<file path="src/hw/rtl/tam_pkg.sv">
`default_nettype none
package tam_pkg;

    localparam int SAMPLE_BITS = 16;
    localparam int WIDE_BITS   = SAMPLE_BITS + 4;
    localparam int TIME_BITS   = 32;
    localparam int CFG_IDX_BITS = 2;

    typedef logic signed [SAMPLE_BITS-1:0] t_sample;
    typedef logic signed [WIDE_BITS-1:0]   t_wide;
    typedef logic [TIME_BITS-1:0]          t_time;
    typedef logic [1:0]                    t_level;
    typedef logic [2:0]                    t_mask;
    typedef logic [CFG_IDX_BITS-1:0]       t_cfg_idx;

    localparam t_level LVL_NONE = 2'd0;
    localparam t_level LVL_WARN = 2'd1;
    localparam t_level LVL_CRIT = 2'd2;

    localparam t_cfg_idx REG_TEMP_LIMIT = 2'd0;
    localparam t_cfg_idx REG_VIB_LIMIT  = 2'd1;
    localparam t_cfg_idx REG_CURR_LIMIT = 2'd2;

    localparam t_sample LIMIT_RESET = {1'b0, {(SAMPLE_BITS-1){1'b1}}};

    // per-channel verdict
    typedef struct packed {
        logic crit;   // above limit
        logic warn;   // above 80%, or critical
        logic block;  // above 90%, holds the alarm
    } t_judge;

endpackage
`default_nettype wire

</file>
<file path="src/hw/rtl/tam_in_if.sv">
`default_nettype none
interface tam_in_if;
    logic             valid;
    logic             ready;
    tam_pkg::t_sample temp_sample;
    logic             temp_ok;
    tam_pkg::t_sample vib_sample;
    logic             vib_ok;
    tam_pkg::t_sample curr_sample;
    logic             curr_ok;
    tam_pkg::t_time   now_ms;

    modport source (
        output valid, temp_sample, temp_ok, vib_sample, vib_ok, curr_sample, curr_ok,
               now_ms,
        input  ready
    );
    modport sink (
        input  valid, temp_sample, temp_ok, vib_sample, vib_ok, curr_sample, curr_ok,
               now_ms,
        output ready
    );
endinterface
`default_nettype wire

</file>
<file path="src/hw/rtl/tam_out_if.sv">
`default_nettype none
interface tam_out_if;
    logic            valid;
    logic            ready;
    logic            alarm_on;
    tam_pkg::t_level alarm_level;
    tam_pkg::t_mask  alarm_sources;
    tam_pkg::t_time  alarm_duration;
    logic            trip_pulse;
    logic            recover_pulse;

    modport source (
        output valid, alarm_on, alarm_level, alarm_sources, alarm_duration, trip_pulse,
               recover_pulse,
        input  ready
    );
    modport sink (
        input  valid, alarm_on, alarm_level, alarm_sources, alarm_duration, trip_pulse,
               recover_pulse,
        output ready
    );
endinterface
`default_nettype wire

</file>
<file path="src/hw/rtl/tam_judge.sv">
`default_nettype none
module tam_judge (
    input  wire tam_pkg::t_sample i_sample,
    input  wire tam_pkg::t_sample i_limit,
    input  wire logic             i_ok,
    output tam_pkg::t_judge       o_res
);
    import tam_pkg::*;

    t_wide x;
    t_wide l;
    t_wide x5;
    t_wide l4;
    t_wide x10;
    t_wide l9;

    always_comb begin
        x   = t_wide'(i_sample);
        l   = t_wide'(i_limit);
        x5  = (x <<< 2) + x;
        l4  = l <<< 2;
        x10 = (x <<< 3) + (x <<< 1);
        l9  = (l <<< 3) + l;
        o_res.crit  = i_ok && (x > l);
        o_res.warn  = i_ok && ((x > l) || (x5 > l4));
        o_res.block = i_ok && (x10 > l9);
    end
endmodule
`default_nettype wire

</file>
<file path="src/hw/rtl/three_channel_alarm_monitor_core.sv">
// three-channel threshold alarm with hysteresis
//
// i_smp (sink) takes one beat per sampling period: temperature, vibration and
// current samples with their valid flags and a millisecond timestamp. o_alm
// (source) gives one result beat per sample beat, in order. limits are written
// through i_cfg_we / i_cfg_idx / i_cfg_data (0 temperature, 1 vibration, 2
// current) by the user only while no beat is in flight, unchecked by the block.
//
// a beat is captured in an input register, classified against the three
// limits and folded into the alarm state on the way to the output register.
// the sample beat passes the input register and then the output register.
// throughput: one beat per cycle while the output is not stalled; the state update is the loop.
// a stalled output keeps its beat; one more sample beat waits in the input
// register, then i_smp.ready drops until the output is taken.
// reset clears the alarm state, sets all limits to the positive maximum and
// empties both registers.
`default_nettype none
module three_channel_alarm_monitor_core (
    input  wire logic              i_clk,
    input  wire logic              i_rst_n,
    tam_in_if.sink                 i_smp,
    tam_out_if.source              o_alm,
    input  wire logic              i_cfg_we,
    input  wire tam_pkg::t_cfg_idx i_cfg_idx,
    input  wire tam_pkg::t_sample  i_cfg_data
);
    import tam_pkg::*;

    t_sample r_temp_limit;
    t_sample r_vib_limit;
    t_sample r_curr_limit;

    // input register
    logic    r_in_valid;
    t_sample r_temp;
    logic    r_temp_ok;
    t_sample r_vib;
    logic    r_vib_ok;
    t_sample r_curr;
    logic    r_curr_ok;
    t_time   r_now;

    // alarm state
    logic   r_tripped, n_tripped;
    t_level r_level, n_level;
    t_mask  r_sources, n_sources;
    t_time  r_trip_time, n_trip_time;
    t_time  r_duration, n_duration;

    // output register
    logic r_out_valid;
    logic r_trip_p, n_trip_p;
    logic r_rec_p, n_rec_p;

    t_judge j_temp, j_vib, j_curr;
    logic   advance;
    logic   any_crit, any_warn, any_block;
    t_level lvl;
    t_mask  mask;

    tam_judge u_judge_temp (
        .i_sample (r_temp), .i_limit (r_temp_limit), .i_ok (r_temp_ok), .o_res (j_temp)
    );
    tam_judge u_judge_vib (
        .i_sample (r_vib), .i_limit (r_vib_limit), .i_ok (r_vib_ok), .o_res (j_vib)
    );
    tam_judge u_judge_curr (
        .i_sample (r_curr), .i_limit (r_curr_limit), .i_ok (r_curr_ok), .o_res (j_curr)
    );

    assign advance     = r_in_valid && (!r_out_valid || o_alm.ready);
    assign i_smp.ready = !r_in_valid || advance;

    always_comb begin
        any_crit  = j_temp.crit || j_vib.crit || j_curr.crit;
        any_warn  = j_temp.warn || j_vib.warn || j_curr.warn;
        any_block = j_temp.block || j_vib.block || j_curr.block;
        mask      = {j_curr.warn, j_vib.warn, j_temp.warn};
        if (any_crit) begin
            lvl = LVL_CRIT;
        end else if (any_warn) begin
            lvl = LVL_WARN;
        end else begin
            lvl = LVL_NONE;
        end
    end

    always_comb begin
        n_tripped   = r_tripped;
        n_level     = r_level;
        n_sources   = r_sources;
        n_trip_time = r_trip_time;
        n_duration  = r_duration;
        n_trip_p    = 1'b0;
        n_rec_p     = 1'b0;
        if (!r_tripped) begin
            if (any_crit) begin
                n_tripped   = 1'b1;
                n_level     = lvl;
                n_sources   = mask;
                n_trip_time = r_now;
                n_duration  = '0;
                n_trip_p    = 1'b1;
            end
        end else begin
            n_level    = lvl;
            n_sources  = mask;
            n_duration = r_now - r_trip_time;
            if (!any_block) begin
                n_tripped = 1'b0;
                n_level   = LVL_NONE;
                n_sources = '0;
                n_rec_p   = 1'b1;
            end
        end
    end

    always_ff @(posedge i_clk) begin
        if (!i_rst_n) begin
            r_temp_limit <= LIMIT_RESET;
            r_vib_limit  <= LIMIT_RESET;
            r_curr_limit <= LIMIT_RESET;
        end else if (i_cfg_we) begin
            case (i_cfg_idx)
                REG_TEMP_LIMIT: r_temp_limit <= i_cfg_data;
                REG_VIB_LIMIT:  r_vib_limit  <= i_cfg_data;
                REG_CURR_LIMIT: r_curr_limit <= i_cfg_data;
                default: ;
            endcase
        end
    end

    always_ff @(posedge i_clk) begin
        if (!i_rst_n) begin
            r_in_valid <= 1'b0;
        end else if (i_smp.ready) begin
            r_in_valid <= i_smp.valid;
        end
    end

    always_ff @(posedge i_clk) begin
        if (i_smp.ready && i_smp.valid) begin
            r_temp    <= i_smp.temp_sample;
            r_temp_ok <= i_smp.temp_ok;
            r_vib     <= i_smp.vib_sample;
            r_vib_ok  <= i_smp.vib_ok;
            r_curr    <= i_smp.curr_sample;
            r_curr_ok <= i_smp.curr_ok;
            r_now     <= i_smp.now_ms;
        end
    end

    always_ff @(posedge i_clk) begin
        if (!i_rst_n) begin
            r_tripped   <= 1'b0;
            r_level     <= LVL_NONE;
            r_sources   <= '0;
            r_trip_time <= '0;
            r_duration  <= '0;
            r_out_valid <= 1'b0;
            r_trip_p    <= 1'b0;
            r_rec_p     <= 1'b0;
        end else begin
            if (advance) begin
                r_tripped   <= n_tripped;
                r_level     <= n_level;
                r_sources   <= n_sources;
                r_trip_time <= n_trip_time;
                r_duration  <= n_duration;
                r_trip_p    <= n_trip_p;
                r_rec_p     <= n_rec_p;
                r_out_valid <= 1'b1;
            end else if (o_alm.ready) begin
                r_out_valid <= 1'b0;
            end
        end
    end

    // the output beat shows the state left by its own sample
    assign o_alm.valid          = r_out_valid;
    assign o_alm.alarm_on       = r_tripped;
    assign o_alm.alarm_level    = r_level;
    assign o_alm.alarm_sources  = r_sources;
    assign o_alm.alarm_duration = r_duration;
    assign o_alm.trip_pulse     = r_trip_p;
    assign o_alm.recover_pulse  = r_rec_p;
endmodule
`default_nettype wire

</file>
<file path="src/flat_wrapper.sv">
// flat-port wrapper written by rule: the top's interface ports become plain ports
module three_channel_alarm_monitor_core_flat import tam_pkg::*;
  (i_clk, i_rst_n, i_cfg_we, i_cfg_idx, i_cfg_data, i_smp_valid, i_smp_temp_sample, i_smp_temp_ok, i_smp_vib_sample, i_smp_vib_ok, i_smp_curr_sample, i_smp_curr_ok, i_smp_now_ms, i_smp_ready, o_alm_valid, o_alm_alarm_on, o_alm_alarm_level, o_alm_alarm_sources, o_alm_alarm_duration, o_alm_trip_pulse, o_alm_recover_pulse, o_alm_ready);
  tam_in_if i_smp_i ();
  tam_out_if o_alm_i ();
  input  wire logic i_clk;
  input  wire logic i_rst_n;
  input  wire logic i_cfg_we;
  input  wire tam_pkg::t_cfg_idx i_cfg_idx;
  input  wire tam_pkg::t_sample i_cfg_data;
  input wire logic [$bits(i_smp_i.valid)-1:0] i_smp_valid;
  input wire logic [$bits(i_smp_i.temp_sample)-1:0] i_smp_temp_sample;
  input wire logic [$bits(i_smp_i.temp_ok)-1:0] i_smp_temp_ok;
  input wire logic [$bits(i_smp_i.vib_sample)-1:0] i_smp_vib_sample;
  input wire logic [$bits(i_smp_i.vib_ok)-1:0] i_smp_vib_ok;
  input wire logic [$bits(i_smp_i.curr_sample)-1:0] i_smp_curr_sample;
  input wire logic [$bits(i_smp_i.curr_ok)-1:0] i_smp_curr_ok;
  input wire logic [$bits(i_smp_i.now_ms)-1:0] i_smp_now_ms;
  output wire logic [$bits(i_smp_i.ready)-1:0] i_smp_ready;
  output wire logic [$bits(o_alm_i.valid)-1:0] o_alm_valid;
  output wire logic [$bits(o_alm_i.alarm_on)-1:0] o_alm_alarm_on;
  output wire logic [$bits(o_alm_i.alarm_level)-1:0] o_alm_alarm_level;
  output wire logic [$bits(o_alm_i.alarm_sources)-1:0] o_alm_alarm_sources;
  output wire logic [$bits(o_alm_i.alarm_duration)-1:0] o_alm_alarm_duration;
  output wire logic [$bits(o_alm_i.trip_pulse)-1:0] o_alm_trip_pulse;
  output wire logic [$bits(o_alm_i.recover_pulse)-1:0] o_alm_recover_pulse;
  input wire logic [$bits(o_alm_i.ready)-1:0] o_alm_ready;
  assign i_smp_i.valid = i_smp_valid;
  assign i_smp_i.temp_sample = i_smp_temp_sample;
  assign i_smp_i.temp_ok = i_smp_temp_ok;
  assign i_smp_i.vib_sample = i_smp_vib_sample;
  assign i_smp_i.vib_ok = i_smp_vib_ok;
  assign i_smp_i.curr_sample = i_smp_curr_sample;
  assign i_smp_i.curr_ok = i_smp_curr_ok;
  assign i_smp_i.now_ms = i_smp_now_ms;
  assign i_smp_ready = i_smp_i.ready;
  assign o_alm_valid = o_alm_i.valid;
  assign o_alm_alarm_on = o_alm_i.alarm_on;
  assign o_alm_alarm_level = o_alm_i.alarm_level;
  assign o_alm_alarm_sources = o_alm_i.alarm_sources;
  assign o_alm_alarm_duration = o_alm_i.alarm_duration;
  assign o_alm_trip_pulse = o_alm_i.trip_pulse;
  assign o_alm_recover_pulse = o_alm_i.recover_pulse;
  assign o_alm_i.ready = o_alm_ready;
  three_channel_alarm_monitor_core u_core (.i_clk(i_clk), .i_rst_n(i_rst_n), .i_smp(i_smp_i), .o_alm(o_alm_i), .i_cfg_we(i_cfg_we), .i_cfg_idx(i_cfg_idx), .i_cfg_data(i_cfg_data));
endmodule
</file>
<file path="config.mk">
export PLATFORM = sky130hd
export DESIGN_NAME = three_channel_alarm_monitor_core_flat
export DESIGN_NICKNAME = d
export VERILOG_FILES = /design/src/hw/rtl/tam_pkg.sv /design/src/hw/rtl/tam_in_if.sv /design/src/hw/rtl/tam_out_if.sv /design/src/hw/rtl/tam_judge.sv /design/src/hw/rtl/three_channel_alarm_monitor_core.sv /design/src/flat_wrapper.sv
export SDC_FILE = /design/constraint.sdc
export NUM_CORES = 1
export LEC_CHECK = 0
export BUFFER_PORTS_ARGS = -buffer_cell sky130_fd_sc_hd__buf_2
export CELL_PAD_IN_SITES_DETAIL_PLACEMENT = 0
export CELL_PAD_IN_SITES_GLOBAL_PLACEMENT = 1
export CORE_MARGIN = 4
export CORE_UTILIZATION = 47
export DETAILED_ROUTE_END_ITERATION = 12
export PLACE_DENSITY = 0.79
export SYNTH_ARGS = -nofsm -noshare
export SYNTH_HDL_FRONTEND = slang
export SYNTH_SLANG_ARGS = --single-unit
</file>
<file path="constraint.sdc">
create_clock -name i_clk -period 6.3 [get_ports i_clk]
set_input_delay 0.63 -clock i_clk [delete_from_list [all_inputs] [get_ports i_clk]]
set_output_delay 0.63 -clock i_clk [all_outputs]
set_load 0.03 [all_outputs]
</file>
==> out/summary.md <==
In this run the power spent charging and discharging nets is 1.338 mW. The setup slack of the most critical reg-to-reg path was 590 ps. The number of library cell types mapped by synthesis is 79, and the final cycle utilization of the critical path is 90.62%. The path with the worst hold slack has its endpoint at u_core.r_now[28]. For this block, the via count after detailed routing is 12890.

The logs give 66 for the row count and 6190 ps for the data arrival time of the worst path. The average instance in the mapped netlist occupies 9.107 um2. Kind of end point of the critical path: a flip-flop.

The run gives 1 as the number of H-tree levels. The count of nets left with antenna violations once routing finished came out at 0. The number of gates resized after CTS was 0. The number of flops mapped to enable cells by yosys is 83, and the relative contribution of the clock network to total power is 34.3%.

In the routed layout, each cell is associated on average with a via count of 5.566. The tools report the global routing met2 resource utilization as 36.44%. For the final database, setup skew stands at 13.33 ps. Depth of the worst hold-timing path: 1. Leaving out filler cells and counting taps, the final layout contains 2316. After global routing, the most crowded layer is met2. After detailed routing, the number of remaining DRC violations is 0.

The worst hold path begins at i_smp_now_ms[28]. The total of max-cap violations is 0, and the number of cells on the worst reg-to-reg path is 24. The number of nets in the synthesized netlist is 2082. Dividing the detail-routed wire length by the instance count gives 17.34 um. The proportion of register bits with asynchronous set or reset after synthesis works out to 0%. For the number of clock sinks seen by CTS, the log shows 205. For the global routing usage on met1, the log shows 28.87%. The run gives 25 as the number of clock buffers inserted by TritonCTS. Setup repair after global routing left no endpoint under its margin. The total area inside the core boundary comes to 0.03262 mm2. The required time reported for the critical path endpoint was 6780 ps.

Prior to clock tree synthesis, the placed netlist has a worst setup slack of 607.8 ps. The final layout contains routed wiring with a total length of 40150 um. The area growth from synthesis to layout is 13.01%. The tools report the first-iteration detailed-routing DRC count as 663.

The share of the Yosys chip area taken by registers is 31.69%. In this run, placement finished with an instance count of 2270. Max-slew violation count: 0. For this run, the top clock speed supported by timing is 175.2 MHz. The tools report the total overflow reported by the global router as 0. The number of hold buffers added after CTS was 0. The longest clock path from root to sink contains 3 buffers.

The number of setup buffers added after CTS is 0, and the final core utilization is 53.95%. The synthesized design contains 205 register bits. The clock-pin transition on the worst setup and hold timing paths was 60 ps. The run gives 3.798% as the met3 track demand over resource in global routing.

The die covers 0.03611 mm2. The final-stage net count came out at 2227. The clock reaches the later pin of the worst-skew pair after 560 ps.

TritonCTS built the clock tree. In the final layout, the share of cells above drive strength 1 is 12.33%. The synthesized netlist devotes 5.881% of its cell area to XOR and XNOR gates. For the number of global-route vias before repair, the log shows 12652. The total global-route track usage came out at 21.68%. During synthesis, Yosys emitted a total of 0 warnings. The cell internal power dissipation is 2.766 mW.

The run gives 0.01557 mm2 as the mapped cell area. After technology mapping, the gate count stands at 1710. The worst ir drop on vdd is 0.2379 mV, and the fraction of the mapped netlist area in adder cells is 22.12%.

Worst flop-to-flop path startpoint: u_core.r_curr[0]. Setup slack on the critical path of the routed design comes to 590.8 ps. Summed over all cells, the static leakage comes to 7.901 nW. The tree is rooted in a sky130_fd_sc_hd__clkbuf_16. The final estimated routing congestion in global placement was 0.8639; the compound-gate portion of the synthesized area was 18.40%. STA classifies the critical path startpoint as a flip-flop. The flow ran to the end, and the final reports show no timing, DRC or antenna violations. The switching part of the total is 32.60%, and the total setup violations reported at the end of the flow is 0. Summing the areas of all and, or, nand and nor instances in the mapped netlist gives 15.72% of the synthesized area.

Total power divided by cell area: 233.2 mW/mm2. The largest net degree at the start of global routing was 61. The number of hold-slack violations in the final timing report came out at 0. The min-delay analysis places its worst path in the category input port to flip-flop.

Of the post-synthesis cell area, the part taken by muxes is 2.193%. The final-layout setup total negative slack came out at 0 ps. 148 I/O pins were placed. For this run, the detailed router's first-pass iteration total came to 7. The most used flip-flop cell after synthesis is sky130_fd_sc_hd__dfxtp_1.

The main combinational cell family by area after synthesis was adder cells. The logs give 31970 um for the detailed-placement wirelength estimate and 3011 for the filler cell count in the final layout. Share of power burned in registers: 36.8%. The worst register-to-register path ends at u_core.o_alm.recover_pulse. Measured against its own limit, the worst slew margin works out to 33.42%. The transition time of the tightest slew-check pin was 998.7 ps. The number of antenna violations at the first check in global routing is 0. The count of buffers added on input and output ports is 147. The repair_antennas step left the layout with diodes totalling 0.

The wire length of the first global-routing pass is 64290 um, and the portion of total power attributed to combinational logic is 28.9%. Of all nets on the critical path, the largest fanout is 7. The critical path class is flip-flop to flip-flop. The post-route minimum period came out at 5709 ps. In this run the vertical extent of the chip is 190.0 um. The initial utilization of the core area, before any placement, comes to 47.74%.

The horizontal die dimension is 190.0 um.
==> critical path, stage by stage, from the launching register on <==
cell and delay (ps):
sky130_fd_sc_hd__edfxtp_1 440, sky130_fd_sc_hd__ha_1 260, sky130_fd_sc_hd__fa_1 410, sky130_fd_sc_hd__a21o_1 170
sky130_fd_sc_hd__a21oi_1 210, sky130_fd_sc_hd__o21bai_1 100, sky130_fd_sc_hd__a21oi_1 230, sky130_fd_sc_hd__o21bai_1 90
sky130_fd_sc_hd__a21oi_1 210, sky130_fd_sc_hd__o21ai_0 140, sky130_fd_sc_hd__or4_1 440, sky130_fd_sc_hd__a31o_2 250
sky130_fd_sc_hd__a21oi_1 170, sky130_fd_sc_hd__xnor2_1 120, sky130_fd_sc_hd__ha_1 290, sky130_fd_sc_hd__nand3_1 80
sky130_fd_sc_hd__nor3_1 470, sky130_fd_sc_hd__nand4_1 140, sky130_fd_sc_hd__and3_1 220, sky130_fd_sc_hd__o32ai_1 320
sky130_fd_sc_hd__nand2_1 100, sky130_fd_sc_hd__a221oi_1 340, sky130_fd_sc_hd__o22a_4 250, sky130_fd_sc_hd__nand3_1 80
sky130_fd_sc_hd__o21ai_0 100
==> worst max path at each step <==
stage | cells after the start | slack (ps) | to | from
floorplan | 23 | 1220 | u_core.o_alm.alarm_level[0] | u_core.r_curr[0]
global placement | 23 | 760 | u_core.o_alm.alarm_level[0] | u_core.r_curr[0]
detailed placement | 23 | 610 | u_core.o_alm.alarm_level[0] | u_core.r_curr[0]
CTS | 24 | 570 | u_core.o_alm.recover_pulse | u_core.r_curr[0]
global route | 24 | 10 | u_core.o_alm.recover_pulse | u_core.r_curr[0]
finish | 24 | 590 | u_core.o_alm.recover_pulse | u_core.r_curr[0]
==> cells in the final DEF (no fill, tap or decap), types with 29 or more instances in the layout <==
cell	n
sky130_fd_sc_hd__inv_1	127
sky130_fd_sc_hd__o21ai_0	77
sky130_fd_sc_hd__xnor2_1	64
sky130_fd_sc_hd__edfxtp_1	83
sky130_fd_sc_hd__a21oi_1	123
sky130_fd_sc_hd__a21o_1	49
sky130_fd_sc_hd__ha_1	259
sky130_fd_sc_hd__nand3_1	59
sky130_fd_sc_hd__xor2_1	38
sky130_fd_sc_hd__buf_2	147
sky130_fd_sc_hd__nor3_1	35
sky130_fd_sc_hd__nand2_1	134
sky130_fd_sc_hd__nor2b_1	29
sky130_fd_sc_hd__mux2i_1	33
sky130_fd_sc_hd__dfxtp_1	122
sky130_fd_sc_hd__o211ai_1	56
sky130_fd_sc_hd__nor2_1	116
==> through the flow <==
step / instance area (um2) / hold slack, ps / total power, mW
4_1_cts: 17600 / 212.3 / 4.147
3_5_place_dp: 16790 / 434.5 / 2.713
3_3_place_gp: 16790 / 438.2 / 2.689
2_1_floorplan: 15570 / 460.4 / 2.405
5_1_grt: 17600 / 222.7 / 4.370
6_report: 17600 / 242.0 / 4.105
==> cell type report <==
type | count | area [um2] | area share (%)
repair buffers | 154 | 788.3 | 4.479
flip-flops and latches | 205 | 4935 | 28.04
clock buffers | 35 | 725.7 | 4.124
well taps | 442 | 553.0 | 3.143
inverters | 128 | 480.5 | 2.730
clock inverters | 11 | 81.33 | 0.4621
multi-input cells | 1341 | 10030 | 57.02
==> routing by layer <==
metal | share of wire, % | vias up
li1 | - | 6577
met2 | 46 | 243
met5 | 0 | -
met4 | 2.8 | 0
met3 | 5.1 | 54
met1 | 46 | 6016
==> sequential cells by signal (all words and copies together), names as in the netlist <==
register and cells:
u_core.r_temp_limit 16, u_core.r_curr 16, u_core.o_alm.trip_pulse 1, u_core.r_vib_limit 16, u_core.r_vib_ok 1, u_core.r_temp_ok 1
u_core.r_now 32, u_core.o_alm.recover_pulse 1, u_core.o_alm.alarm_on 1, u_core.o_alm.alarm_sources 3, u_core.r_curr_limit 16, u_core.r_temp 16
u_core.r_vib 16, u_core.r_in_valid 1, u_core.r_curr_ok 1, u_core.r_trip_time 32, u_core.o_alm.alarm_duration 32, u_core.o_alm.valid 1
u_core.o_alm.alarm_level 2
==> power by group through the flow <==
stage	combinational, mW	clock (mW)	sequential [mW]
2_1_floorplan	0.874	0	1.53
3_3_place_gp	1.15	0	1.54
3_5_place_dp	1.17	0	1.54
4_1_cts	1.18	1.45	1.51
5_1_grt	1.35	1.51	1.52
6_report	1.18	1.41	1.51
==> logic make-up (layout without fill, tap and decap cells) <==
family / Yosys count / in the layout
buffers and inverters: 164 / 328
adders and majority gates: 272 / 272
DFF: 205 / 205
xor gates and xnor gates: 103 / 103
muxes: 34 / 34
and+or+nand+nor: 497 / 497
AOI/OAI and AO/OA: 435 / 435
==> synth_stat cells, types with 20 or more instances <==
library cell               count  area (um2)
sky130_fd_sc_hd__o211ai_1     56       420.4
sky130_fd_sc_hd__nor2b_1      29       181.4
sky130_fd_sc_hd__o21ai_0      77       385.4
sky130_fd_sc_hd__inv_1       127       476.7
sky130_fd_sc_hd__edfxtp_1     83        2492
sky130_fd_sc_hd__mux2i_1      33       330.3
sky130_fd_sc_hd__ha_1        259        3241
sky130_fd_sc_hd__nand2b_1     25       156.4
sky130_fd_sc_hd__a21o_1       49       367.9
sky130_fd_sc_hd__nand3_1      59       295.3
sky130_fd_sc_hd__o21a_1       20       150.1
sky130_fd_sc_hd__dfxtp_1     122        2442
sky130_fd_sc_hd__a21oi_1     123       615.6
sky130_fd_sc_hd__clkbuf_1     29       108.9
sky130_fd_sc_hd__nor3_1       35       175.2
sky130_fd_sc_hd__nand2_1     134       503.0
sky130_fd_sc_hd__xor2_1       38       332.8
sky130_fd_sc_hd__xnor2_1      64       560.5
sky130_fd_sc_hd__nand4_1      27       168.9
sky130_fd_sc_hd__nor2_1      117       439.2
Power figures use the tool's default switching activity.
